File: src/hw/rtl/assert_macros.svh
// Assertion macros for the RTL that carries concurrent checks.
// Stands alone; included by the top level, cobs_frame_receiver.
`ifndef ASSERT_MACROS_SVH
`define ASSERT_MACROS_SVH

// Consequent must hold in the same cycle as the antecedent.
`define CFR_ASSERT_IMP(label, clk, rst, ante, cons) \
   label: assert property (@(posedge clk) disable iff (rst) (ante) |-> (cons)) \
      else $error("cobs frame receiver check failed");

// Consequent must hold in the cycle after the antecedent.
`define CFR_ASSERT_NXT(label, clk, rst, ante, cons) \
   label: assert property (@(posedge clk) disable iff (rst) (ante) |=> (cons)) \
      else $error("cobs frame receiver check failed");

`endif

File: src/hw/rtl/cfr_pkg.sv
// Shared constants and control types of the COBS frame receiver.
// No dependencies; used by the interfaces, controller, datapath and top level.
package cfr_pkg;

   localparam int CSR_AW = 2;
   localparam int CSR_DW = 32;

   localparam logic [CSR_AW-1:0] CSR_MSG_LENGTH   = 2'd0;
   localparam logic [CSR_AW-1:0] CSR_CHECK_ENABLE = 2'd1;
   localparam logic [CSR_AW-1:0] CSR_START_LENGTH = 2'd2;
   localparam logic [CSR_AW-1:0] CSR_START_BYTES  = 2'd3;

   localparam int MSG_LENGTH_W   = 6;
   localparam int START_LENGTH_W = 3;
   localparam int START_BYTES_W  = 32;
   localparam int BYTE_W         = 8;

   localparam logic [MSG_LENGTH_W-1:0]   MSG_LENGTH_RST   = 6'd8;
   localparam logic                      CHECK_ENABLE_RST = 1'b1;
   localparam logic [START_LENGTH_W-1:0] START_LENGTH_RST = 3'd0;
   localparam logic [START_BYTES_W-1:0]  START_BYTES_RST  = 32'd0;

   // Number of start bytes held in the start_bytes register.
   localparam int START_BYTES_HELD = 4;

   localparam logic [BYTE_W-1:0] DELIM_BYTE = 8'h00;
   // Code value before the first code byte has been read.
   localparam logic [BYTE_W-1:0] CODE_NONE  = 8'hFF;

   typedef struct packed {
      logic take_byte;
      logic init_dec;
      logic run_dec;
      logic second;
   } cfr_cmd_type;

   typedef struct packed {
      logic delim_hit;
      logic produce;
      logic op_at_end;
      logic out_free;
   } cfr_status_type;

endpackage

File: src/hw/rtl/cfr_req_if.sv
// Input channel of the COBS frame receiver: one received byte per transaction.
// Depends on cfr_pkg for the byte width.
interface cfr_req_if;
   import cfr_pkg::*;

   logic              valid;
   logic              ready;
   logic [BYTE_W-1:0] rx_byte;

   modport source (output valid, output rx_byte, input ready);
   modport sink (input valid, input rx_byte, output ready);

endinterface

File: src/hw/rtl/cfr_rsp_if.sv
// Result channel of the COBS frame receiver: one decoded byte per transaction.
// Depends on cfr_pkg for the byte width.
interface cfr_rsp_if;
   import cfr_pkg::*;

   logic              valid;
   logic              ready;
   logic [BYTE_W-1:0] msg_byte;
   logic              frame_ok;
   logic              last;

   modport source (output valid, output msg_byte, output frame_ok, output last, input ready);
   modport sink (input valid, input msg_byte, input frame_ok, input last, output ready);

endinterface

File: src/hw/rtl/cfr_ram.sv
// Generic simple dual-port RAM: one write port and one registered read port.
// No dependencies.
module cfr_ram #(
   parameter int WIDTH = 8,
   parameter int DEPTH = 64
) (
   input  logic                     clock,
   input  logic                     wr_en,
   input  logic [$clog2(DEPTH)-1:0] wr_addr,
   input  logic [WIDTH-1:0]         wr_data,
   input  logic [$clog2(DEPTH)-1:0] rd_addr,
   output logic [WIDTH-1:0]         rd_data
);

   logic [WIDTH-1:0] mem [DEPTH];
   logic [WIDTH-1:0] rd_data_ff;

   always_ff @(posedge clock) begin
      if (wr_en) begin
         mem[wr_addr] <= wr_data;
      end
      rd_data_ff <= mem[rd_addr];
   end

   assign rd_data = rd_data_ff;

endmodule

File: src/hw/rtl/cfr_ctrl.sv
// Controller of the COBS frame receiver: sequences byte intake and the two decode passes.
// Depends on cfr_pkg for the command and status types.
module cfr_ctrl import cfr_pkg::*; (
   input  logic           clock,
   input  logic           reset,
   input  cfr_status_type sts,
   output cfr_cmd_type    cmd
);

   localparam logic [2:0] ST_IDLE   = 3'd0;
   localparam logic [2:0] ST_PRIME1 = 3'd1;
   localparam logic [2:0] ST_PASS1  = 3'd2;
   localparam logic [2:0] ST_PRIME2 = 3'd3;
   localparam logic [2:0] ST_PASS2  = 3'd4;

   logic [2:0] state_ff;
   logic [2:0] state_in;

   always_ff @(posedge clock) begin
      if (reset) begin
         state_ff <= ST_IDLE;
      end else begin
         state_ff <= state_in;
      end
   end

   // The first pass only sums the decoded bytes for the checksum; the second
   // pass decodes the same store again and hands the bytes out.
   always_comb begin
      state_in = state_ff;
      cmd      = '0;
      case (state_ff)
         ST_IDLE: begin
            cmd.take_byte = 1'b1;
            if (sts.delim_hit) begin
               state_in = ST_PRIME1;
            end
         end
         ST_PRIME1: begin
            cmd.init_dec = 1'b1;
            state_in     = ST_PASS1;
         end
         ST_PASS1: begin
            cmd.run_dec = 1'b1;
            if (sts.produce && sts.op_at_end) begin
               state_in = ST_PRIME2;
            end
         end
         ST_PRIME2: begin
            cmd.init_dec = 1'b1;
            cmd.second   = 1'b1;
            state_in     = ST_PASS2;
         end
         ST_PASS2: begin
            cmd.run_dec = 1'b1;
            cmd.second  = 1'b1;
            if (sts.produce && sts.op_at_end && sts.out_free) begin
               state_in = ST_IDLE;
            end
         end
         default: begin
            state_in = ST_IDLE;
         end
      endcase
   end

endmodule

File: src/hw/rtl/cfr_datapath.sv
// Datapath of the COBS frame receiver: registers, start matching, frame store,
// COBS decoder, checksum and output register. Depends on cfr_pkg and cfr_ram.
module cfr_datapath import cfr_pkg::*; #(
   parameter int MAX_MSG_LEN   = 60,
   parameter int MAX_START_LEN = 4
) (
   input  logic                clock,
   input  logic                reset,
   input  logic                csr_we,
   input  logic [CSR_AW-1:0]   csr_index,
   input  logic [CSR_DW-1:0]   csr_wdata,
   input  logic                req_valid,
   input  logic [BYTE_W-1:0]   rx_byte,
   input  cfr_cmd_type         cmd,
   output cfr_status_type      sts,
   input  logic                rsp_ready,
   output logic                rsp_valid,
   output logic [BYTE_W-1:0]   msg_byte,
   output logic                frame_ok,
   output logic                last
);

   localparam int DEPTH = MAX_MSG_LEN + 3;
   localparam int AW    = $clog2(DEPTH);
   localparam int MW    = $clog2(MAX_START_LEN + 1);

   logic [MSG_LENGTH_W-1:0]   msg_length_ff;
   logic                      check_enable_ff;
   logic [START_LENGTH_W-1:0] start_length_ff;
   logic [START_BYTES_W-1:0]  start_bytes_ff;

   logic [AW-1:0]     eff_len;
   logic [MW-1:0]     eff_slen;
   logic [AW-1:0]     limit;
   logic [BYTE_W-1:0] exp_byte;

   logic [MW-1:0]     match_ff, match_in;
   logic [AW-1:0]     fill_ff, fill_in;
   logic              accept, collecting, hunting, fill_room;
   logic              wr_en;
   logic [AW-1:0]     wr_addr;
   logic [BYTE_W-1:0] wr_data;
   logic [DEPTH-1:0]  valid_ff;
   logic              rd_valid_ff;
   logic [BYTE_W-1:0] rd_q;

   logic [AW-1:0]     ip_ff, ip_in;
   logic [AW-1:0]     op_ff, op_in;
   logic [BYTE_W-1:0] block_ff, block_in;
   logic [BYTE_W-1:0] code_ff, code_in;
   logic              done_ff, done_in;
   logic [BYTE_W-1:0] acc_ff, acc_in;
   logic              ip_last;
   logic [BYTE_W-1:0] src_byte;
   logic              produce;
   logic [BYTE_W-1:0] dec_byte;
   logic [AW-1:0]     target;
   logic              op_at_end;
   logic              out_free;
   logic              advance;
   logic              load_out;

   logic              rsp_valid_ff;
   logic [BYTE_W-1:0] msg_byte_ff;
   logic              ok_ff;
   logic              last_ff;

   // Configuration registers
   always_ff @(posedge clock) begin
      if (reset) begin
         msg_length_ff   <= MSG_LENGTH_RST;
         check_enable_ff <= CHECK_ENABLE_RST;
         start_length_ff <= START_LENGTH_RST;
         start_bytes_ff  <= START_BYTES_RST;
      end else if (csr_we) begin
         case (csr_index)
            CSR_MSG_LENGTH:   msg_length_ff   <= csr_wdata[MSG_LENGTH_W-1:0];
            CSR_CHECK_ENABLE: check_enable_ff <= csr_wdata[0];
            CSR_START_LENGTH: start_length_ff <= csr_wdata[START_LENGTH_W-1:0];
            CSR_START_BYTES:  start_bytes_ff  <= csr_wdata[START_BYTES_W-1:0];
            default: ;
         endcase
      end
   end

   always_comb begin
      if (msg_length_ff == '0) begin
         eff_len = AW'(1);
      end else if (32'(msg_length_ff) > 32'(MAX_MSG_LEN)) begin
         eff_len = AW'(MAX_MSG_LEN);
      end else begin
         eff_len = AW'(msg_length_ff);
      end
      if (32'(start_length_ff) > 32'(MAX_START_LEN)) begin
         eff_slen = MW'(MAX_START_LEN);
      end else begin
         eff_slen = MW'(start_length_ff);
      end
   end

   // Store position of the delimiter; the frame's bytes fill the positions below it.
   assign limit = eff_len + AW'(check_enable_ff) + AW'(1);

   // Start bytes beyond those held in the register compare as zero.
   always_comb begin
      exp_byte = DELIM_BYTE;
      for (int k = 0; k < START_BYTES_HELD; k++) begin
         if (32'(match_ff) == k) begin
            exp_byte = start_bytes_ff[8*k +: 8];
         end
      end
   end

   assign accept     = req_valid && cmd.take_byte;
   assign collecting = match_ff == eff_slen;
   assign hunting    = match_ff < eff_slen;
   assign fill_room  = fill_ff < limit;

   always_comb begin
      match_in = match_ff;
      fill_in  = fill_ff;
      wr_en    = 1'b0;
      wr_addr  = fill_ff;
      wr_data  = rx_byte;
      if (accept) begin
         if (collecting) begin
            if (fill_room) begin
               wr_en   = 1'b1;
               fill_in = fill_ff + AW'(1);
            end else begin
               match_in = '0;
               fill_in  = AW'(1);
            end
         end else if (hunting) begin
            if (rx_byte == exp_byte) begin
               match_in = match_ff + MW'(1);
            end else begin
               // A mismatching byte becomes the lead code, less the start length.
               wr_en    = 1'b1;
               wr_addr  = '0;
               wr_data  = rx_byte - BYTE_W'(eff_slen);
               match_in = '0;
               fill_in  = AW'(1);
            end
         end else begin
            match_in = '0;
            fill_in  = AW'(1);
         end
      end
   end

   always_ff @(posedge clock) begin
      if (reset) begin
         match_ff <= '0;
         fill_ff  <= AW'(1);
         valid_ff <= '0;
      end else begin
         match_ff <= match_in;
         fill_ff  <= fill_in;
         if (wr_en) begin
            valid_ff[wr_addr] <= 1'b1;
         end
      end
   end

   cfr_ram #(
      .WIDTH (BYTE_W),
      .DEPTH (DEPTH)
   ) u_store (
      .clock   (clock),
      .wr_en   (wr_en),
      .wr_addr (wr_addr),
      .wr_data (wr_data),
      .rd_addr (ip_in),
      .rd_data (rd_q)
   );

   // Entries never written since reset read as zero.
   always_ff @(posedge clock) begin
      rd_valid_ff <= valid_ff[ip_in];
   end

   // The framed byte at the delimiter position is always taken as zero.
   assign ip_last  = ip_ff == limit;
   assign src_byte = (ip_last || !rd_valid_ff) ? DELIM_BYTE : rd_q;

   // One decoder step gives at most one decoded byte. Once decoding has
   // stopped, the remaining decoded bytes are zero.
   always_comb begin
      produce  = 1'b0;
      dec_byte = DELIM_BYTE;
      if (done_ff) begin
         produce = 1'b1;
      end else if (block_ff != '0) begin
         produce  = 1'b1;
         dec_byte = src_byte;
      end else begin
         produce = (src_byte != DELIM_BYTE) && (code_ff != CODE_NONE);
      end
   end

   assign target    = cmd.second ? eff_len - AW'(1) : eff_len;
   assign op_at_end = op_ff == target;
   assign out_free  = !rsp_valid_ff || rsp_ready;
   assign advance   = cmd.run_dec && !(cmd.second && produce && !out_free);
   assign load_out  = cmd.run_dec && cmd.second && produce && out_free;

   always_comb begin
      sts.delim_hit = accept && collecting && !fill_room && (rx_byte == DELIM_BYTE);
      sts.produce   = cmd.run_dec && produce;
      sts.op_at_end = op_at_end;
      sts.out_free  = out_free;
   end

   always_comb begin
      ip_in    = ip_ff;
      op_in    = op_ff;
      block_in = block_ff;
      code_in  = code_ff;
      done_in  = done_ff;
      acc_in   = acc_ff;
      if (cmd.init_dec) begin
         ip_in    = '0;
         op_in    = '0;
         block_in = '0;
         code_in  = CODE_NONE;
         done_in  = 1'b0;
         if (!cmd.second) begin
            acc_in = '0;
         end
      end else if (advance) begin
         if (produce) begin
            op_in = op_ff + AW'(1);
            if (!cmd.second) begin
               // The byte after the payload is the checksum; payload bytes subtract.
               acc_in = (op_ff == eff_len) ? acc_ff + dec_byte : acc_ff - dec_byte;
            end
         end
         if (!done_ff) begin
            if (ip_last) begin
               done_in = 1'b1;
            end else begin
               ip_in = ip_ff + AW'(1);
            end
            if (block_ff != '0) begin
               block_in = block_ff - 8'd1;
            end else begin
               code_in = src_byte;
               if (src_byte == DELIM_BYTE) begin
                  done_in = 1'b1;
               end else begin
                  block_in = src_byte - 8'd1;
               end
            end
         end
      end
   end

   always_ff @(posedge clock) begin
      ip_ff    <= ip_in;
      op_ff    <= op_in;
      block_ff <= block_in;
      code_ff  <= code_in;
      done_ff  <= done_in;
      acc_ff   <= acc_in;
   end

   // Output register
   always_ff @(posedge clock) begin
      if (reset) begin
         rsp_valid_ff <= 1'b0;
      end else if (load_out) begin
         rsp_valid_ff <= 1'b1;
      end else if (rsp_ready) begin
         rsp_valid_ff <= 1'b0;
      end
   end

   always_ff @(posedge clock) begin
      if (load_out) begin
         msg_byte_ff <= dec_byte;
         last_ff     <= op_at_end;
         ok_ff       <= !check_enable_ff || (acc_ff == '0);
      end
   end

   assign rsp_valid = rsp_valid_ff;
   assign msg_byte  = msg_byte_ff;
   assign frame_ok  = ok_ff;
   assign last      = last_ff;

endmodule

File: src/hw/rtl/cobs_frame_receiver.sv
// COBS frame receiver top level: controller and datapath joined by command and status.
// Depends on cfr_pkg, cfr_req_if, cfr_rsp_if, cfr_ctrl, cfr_datapath and assert_macros.svh.
//
// Usage: req_ch carries one received byte per transaction. The block hunts for the
// start sequence, then collects msg_length bytes and, when checking is on, one
// checksum byte. A zero byte after that ends the frame; any other byte drops it.
// rsp_ch then carries msg_length decoded bytes, last set on the final one and
// frame_ok the same on all of them. csr_we, csr_index and csr_wdata write the
// registers msg_length, check_enable, start_length and start_bytes (index 0 to 3).
// Throughput: one received byte per cycle while hunting and collecting. After a
// good delimiter the frame store is decoded twice through its single read port:
// a checksum pass, then an output pass, one framed byte per cycle while the
// result channel does not stall. A stalled result channel holds the decoder, and
// the input stays closed until the last byte of the message sits in the output
// register.
// Reset is synchronous: registers return to their defaults, the frame store
// reads as all zero and the hunt starts afresh; no clearing pass is needed.
`include "assert_macros.svh"

module cobs_frame_receiver import cfr_pkg::*; #(
   parameter int MAX_MSG_LEN   = 60,
   parameter int MAX_START_LEN = 4
) (
   input  logic              clock,
   input  logic              reset,
   cfr_req_if.sink           req_ch,
   cfr_rsp_if.source         rsp_ch,
   input  logic              csr_we,
   input  logic [CSR_AW-1:0] csr_index,
   input  logic [CSR_DW-1:0] csr_wdata
);

   cfr_cmd_type    cmd;
   cfr_status_type sts;
   logic           in_accept;

   cfr_ctrl u_ctrl (
      .clock (clock),
      .reset (reset),
      .sts   (sts),
      .cmd   (cmd)
   );

   cfr_datapath #(
      .MAX_MSG_LEN   (MAX_MSG_LEN),
      .MAX_START_LEN (MAX_START_LEN)
   ) u_datapath (
      .clock     (clock),
      .reset     (reset),
      .csr_we    (csr_we),
      .csr_index (csr_index),
      .csr_wdata (csr_wdata),
      .req_valid (req_ch.valid),
      .rx_byte   (req_ch.rx_byte),
      .cmd       (cmd),
      .sts       (sts),
      .rsp_ready (rsp_ch.ready),
      .rsp_valid (rsp_ch.valid),
      .msg_byte  (rsp_ch.msg_byte),
      .frame_ok  (rsp_ch.frame_ok),
      .last      (rsp_ch.last)
   );

   assign req_ch.ready = cmd.take_byte;
   assign in_accept    = req_ch.valid && req_ch.ready;

   // A good delimiter closes the input while the frame is decoded.
   `CFR_ASSERT_NXT(a_delim_closes_input, clock, reset, in_accept && sts.delim_hit, !req_ch.ready)

   // Results are only loaded during the output pass, never while bytes are taken.
   `CFR_ASSERT_NXT(a_idle_no_load, clock, reset, req_ch.ready && !rsp_ch.valid, !rsp_ch.valid)

   // A waiting result that is not the last one means the output pass is still running.
   `CFR_ASSERT_IMP(a_closed_mid_msg, clock, reset, rsp_ch.valid && !rsp_ch.last, !req_ch.ready)

endmodule
File: src/flat_wrapper.sv
// flat-port wrapper written by rule: the top's interface ports become plain ports
module cobs_frame_receiver_flat import cfr_pkg::*;
#(
   parameter int MAX_MSG_LEN   = 60,
   parameter int MAX_START_LEN = 4
)
  (clock, reset, csr_we, csr_index, csr_wdata, req_ch_valid, req_ch_rx_byte, req_ch_ready, rsp_ch_valid, rsp_ch_msg_byte, rsp_ch_frame_ok, rsp_ch_last, rsp_ch_ready);
  cfr_req_if req_ch_i ();
  cfr_rsp_if rsp_ch_i ();
  input  logic clock;
  input  logic reset;
  input  logic csr_we;
  input  logic [CSR_AW-1:0] csr_index;
  input  logic [CSR_DW-1:0] csr_wdata;
  input wire logic [$bits(req_ch_i.valid)-1:0] req_ch_valid;
  input wire logic [$bits(req_ch_i.rx_byte)-1:0] req_ch_rx_byte;
  output wire logic [$bits(req_ch_i.ready)-1:0] req_ch_ready;
  output wire logic [$bits(rsp_ch_i.valid)-1:0] rsp_ch_valid;
  output wire logic [$bits(rsp_ch_i.msg_byte)-1:0] rsp_ch_msg_byte;
  output wire logic [$bits(rsp_ch_i.frame_ok)-1:0] rsp_ch_frame_ok;
  output wire logic [$bits(rsp_ch_i.last)-1:0] rsp_ch_last;
  input wire logic [$bits(rsp_ch_i.ready)-1:0] rsp_ch_ready;
  assign req_ch_i.valid = req_ch_valid;
  assign req_ch_i.rx_byte = req_ch_rx_byte;
  assign req_ch_ready = req_ch_i.ready;
  assign rsp_ch_valid = rsp_ch_i.valid;
  assign rsp_ch_msg_byte = rsp_ch_i.msg_byte;
  assign rsp_ch_frame_ok = rsp_ch_i.frame_ok;
  assign rsp_ch_last = rsp_ch_i.last;
  assign rsp_ch_i.ready = rsp_ch_ready;
  cobs_frame_receiver #(.MAX_MSG_LEN(MAX_MSG_LEN), .MAX_START_LEN(MAX_START_LEN)) u_core (.clock(clock), .reset(reset), .req_ch(req_ch_i), .rsp_ch(rsp_ch_i), .csr_we(csr_we), .csr_index(csr_index), .csr_wdata(csr_wdata));
endmodule
File: config.mk
export PLATFORM = sky130hd
export DESIGN_NAME = cobs_frame_receiver_flat
export DESIGN_NICKNAME = d
export VERILOG_FILES = /design/src/hw/rtl/cfr_pkg.sv /design/src/hw/rtl/cfr_req_if.sv /design/src/hw/rtl/cfr_rsp_if.sv /design/src/hw/rtl/cfr_ram.sv /design/src/hw/rtl/cfr_ctrl.sv /design/src/hw/rtl/cfr_datapath.sv /design/src/hw/rtl/cobs_frame_receiver.sv /design/src/flat_wrapper.sv
export VERILOG_INCLUDE_DIRS = /design/src /design/src/hw/rtl
export SDC_FILE = /design/constraint.sdc
export NUM_CORES = 1
export LEC_CHECK = 0
export CORE_AREA = 3 3 228 208
export DETAILED_ROUTE_END_ITERATION = 7
export DIE_AREA = 0 0 231 211
export DONT_BUFFER_PORTS = 1
export HOLD_SLACK_MARGIN = 0.02
export PLACE_DENSITY_LB_ADDON = 0.25
export SYNTH_ARGS = -nofsm -noshare
export SYNTH_HDL_FRONTEND = slang
export SYNTH_HIERARCHICAL = 1
export SYNTH_SLANG_ARGS = --single-unit
File: constraint.sdc
create_clock -name clock -period 5.85 [get_ports clock]
set_input_delay 0 -clock clock [delete_from_list [all_inputs] [get_ports clock]]
set_output_delay 0 -clock clock [all_outputs]
set_load 0.05 [all_outputs]
==> summary.txt <==
Run status
  – Status: finished, final reports clean

STA
  – Post-layout minimum cycle time: 5.56 ns
  – Tightest Pin Transition: 1.19 ns
  – Final clock skew: 0.0370 ns
  – RSZ-0062 raised after global routing: no
  – Slew Limit Fails: 0
  – Fmax: 180 MHz
  – Hold_ws: 0.0526 ns
  – Final period util: 95.1%
  – Hold Vio Cnt, Final: 0
  – Setup TNS: 0 ns
  – Slew HR: 20.8%
  – Final setup violation count: 0

Detailed routing
  – Via/cell ratio: 6.51
  – Post-route ant nets: 0
  – DR iter-0 viols: 2352
  – DRT Pass-1 Iters: 8
  – WL final: 68800 um
  – DR WL/cell: 24.5 um
  – Vias: 18300
  – DRC: 0

Die
  – Die area: 48700 um2
  – Ports: 59
  – Core area: 45200 um2
  – Starting Density: 63.6%
  – Rows: 74
  – Die W: 231 um
  – Die Ht: 211 um

Placed design
  – Placed insts: 2636
  – Gpl congestion: 0.900
  – Port bufs: 0
  – Placement Cell Area: 29800 um2
  – Dpl hpwl: 41700 um

Worst setup path
  – CP Max Fanout: 16
  – Crit path launch type: register
  – WP buf/inv: 3
  – Critical Setup Path Class: reg2reg
  – Critical Path End Type: register
  – Worst reg2reg endpoint: u_core/u_datapath/u_store/rd_data[5]
  – CP cell instances: nor4_1 > nor2_1 > o21ai_0 > inv_1 > ha_1 > inv_1 > ha_1 > nor2_1 > a211o_1 > a2111oi_4 > and4_4 > nor2_1 > nand4_1 > xor2_1 > or2_2 > inv_1 > nor2b_1 > a22oi_1 > and3_1 > a31oi_1 > o221a_2
  – Worst Reg-to-Reg Cells: 21
  – Critical Path AT: 6.12 ns
  – R2R setup slack: 0.29 ns
  – R2R Path Start: u_core/u_datapath/msg_length_ff[5]
  – Slowest-stage cell, CP: inv_1
  – CP required: 6.41 ns
  – Critical Path Max Stage Delay: 0.60 ns
  – Delay-heaviest family, CP: simple AND/OR/NAND/NOR gates

Global route
  – Gr usage total: 28.8%
  – Largest net degree at the start of global routing: 120
  – Global-route wire length before repair: 107000 um
  – Initial antenna violation count: 0
  – Grt total ovfl: 0
  – Number of global-route vias before repair: 18000

Worst hold path
  – Worst Hold End: u_core/u_datapath/u_store/mem[10][4]
  – Hold Path Class: in2reg
  – Worst Hold Launch: req_ch_rx_byte[4]
  – Hold Path Stages: 2

Synthesis
  – FFs w/ async S/R, synth: 0%
  – Top post-synthesis cells by area: edfxtp_1, dfxtp_1, mux4_2
  – Largest area contributor in the netlist: edfxtp_1
  – Mapped Cells: 2051
  – Register area share after synthesis: 65.4%
  – Number of synthesized flops with an enable pin: 522
  – Distinct cells, synth: 91
  – Syn nets: 2131
  – Ys Warns: 6
  – Commonest cells in the synthesized netlist: edfxtp_1, nor2_1, nand2_1
  – Share of the synthesized area in the top cell type: 54.5%
  – Top FF cell, synth: edfxtp_1
  – Synthesized cell area: 28800 um2
  – Number of register bits inferred by synthesis: 678
  – Most common cell in the netlist: edfxtp_1
  – Synth Area per Inst: 14.0 um2

Power and ir drop
  – Leakage: 10.9 nW
  – Peak VDD IR: 0.000428 V
  – Final Total Pwr: 10.7 mW
  – PD cells: 329 nW/um2

Clock tree
  – Max H-tree Level: 3
  – Total CTS buffers: 68
  – CTS root buf: clkbuf_16
  – CTS Sinks: 678
  – CTS tree: built
  – Worst skew pair latency: 0.63 ns
  – Worst-path clk slew: 0.07 ns
  – Maximum buffer depth of the clock tree: 3

Layout
  – Final instance area: 32600 um2
  – Filler cells: 2865
  – Final Net Count: 2229
  – Finished Layout Cells: 2812
  – Share of cells above drive strength 1: 16.5%
  – Ant diodes: 0
  – Area growth syn-to-layout: 13.3%

Flow run
  – Number of max-cap violations: 0
==> cells in the final DEF (no fill, tap or decap), types with 21 or more instances in the layout <==
master and n:
ha_1 31, o21ai_0 41, clkbuf_16 69, mux4_2 115
nor2_1 207, a21oi_1 139, buf_4 92, and2_1 21
a22oi_1 25, a31oi_1 33, dfxtp_1 156, xnor2_1 21
nand3_1 29, dlygate4sd3_1 50, nor2b_1 24, inv_1 26
and3_1 21, edfxtp_1 522, nand2_1 182, mux2i_1 41
==> routing by layer <==
| metal | vias to the layer above | GRT usage (%) | part of all wire, % |
|---|---|---|---|
| met1 | 9113 | 40.9 | 40 |
| met3 | 155 | 5.04 | 9.0 |
| met5 | - | 0 | 0 |
| met2 | 995 | 46.2 | 48 |
| li1 | 8046 | - | - |
| met4 | 0 | 9.57 | 3.2 |
==> what timing repair did <==
action | CTS | global route
resized for setup | 0 | 2
endpoints found under the setup margin | 0 | 3
setup buffers | 0 | 0
hold endpoints to repair | 158 | 0
hold buffers | 51 | 0
==> power breakdown <==
part / switching (mW) / total (mW) / leakage [nW] / internal (mW)
combinational: 0.625 / 1.08 / 3.89 / 0.458
clock: 1.85 / 4.28 / 1.07 / 2.43
sequential: 0.0810 / 5.34 / 5.98 / 5.26
total: 2.55 / 10.7 / 10.9 / 8.15
==> cells by family (layout without fill, tap and decap cells) <==
family	count (synthesis)	after routing	synth area share [%]
AOI/OAI and AO/OA	374	374	8.51
buffers and inverters	152	305	2.51
xor gates and xnor gates	45	45	1.37
and+or+nand+nor	605	605	10.0
DFF	678	678	65.4
muxes	164	164	10.7
adders and majority gates	33	33	1.49
==> stage by stage <==
stage | setup WS [ns] | utilization, %
after floorplan | 0.125 | -
after global placement | 0.362 | 66.0
after detailed placement | 0.204 | 66.0
after CTS | 0.176 | 72.0
after global routing | 0.0309 | 72.1
final | 0.286 | 72.1
==> worst max-delay path by stage <==
stage	from	endpoint	slack, ns	depth (start not counted)
after CTS	u_core/u_datapath/msg_length_ff[5]	u_core/u_datapath/acc_ff[7]	0.18	25
after global routing	u_core/u_datapath/msg_length_ff[5]	u_core/u_datapath/u_store/rd_data[5]	0.03	21
after floorplan	u_core/u_ctrl/state_ff[1]	u_core/u_datapath/u_store/mem[0][2]	0.13	8
after detailed placement	u_core/u_datapath/msg_length_ff[5]	u_core/u_datapath/acc_ff[7]	0.20	25
final	u_core/u_datapath/msg_length_ff[5]	u_core/u_datapath/u_store/rd_data[5]	0.29	21
after global placement	u_core/u_datapath/msg_length_ff[5]	u_core/u_datapath/acc_ff[7]	0.36	25
==> registers in the layout, summed over array words and instances, names as in the netlist, 8 cells and up <==
register                           flops
u_core/u_datapath/u_store/rd_data      8
u_core/u_datapath/block_ff             8
u_core/u_datapath/start_bytes_ff      32
u_core/u_datapath/msg_byte             8
u_core/u_datapath/code_ff              8
u_core/u_datapath/acc_ff               8
u_core/u_datapath/u_store/mem        504
u_core/u_datapath/valid_ff            63
==> final cells by class <==
class	instances	area (um2)	share of cell area, %
multi-input cells	1221	9330	28.6
repair buffers	150	1360	4.17
flip-flops and latches	678	18800	57.7
clock inverters	36	352	1.08
well taps	608	761	2.34
clock buffers	89	1840	5.66
inverters	30	128	0.392
Power figures use the tool's default switching activity.
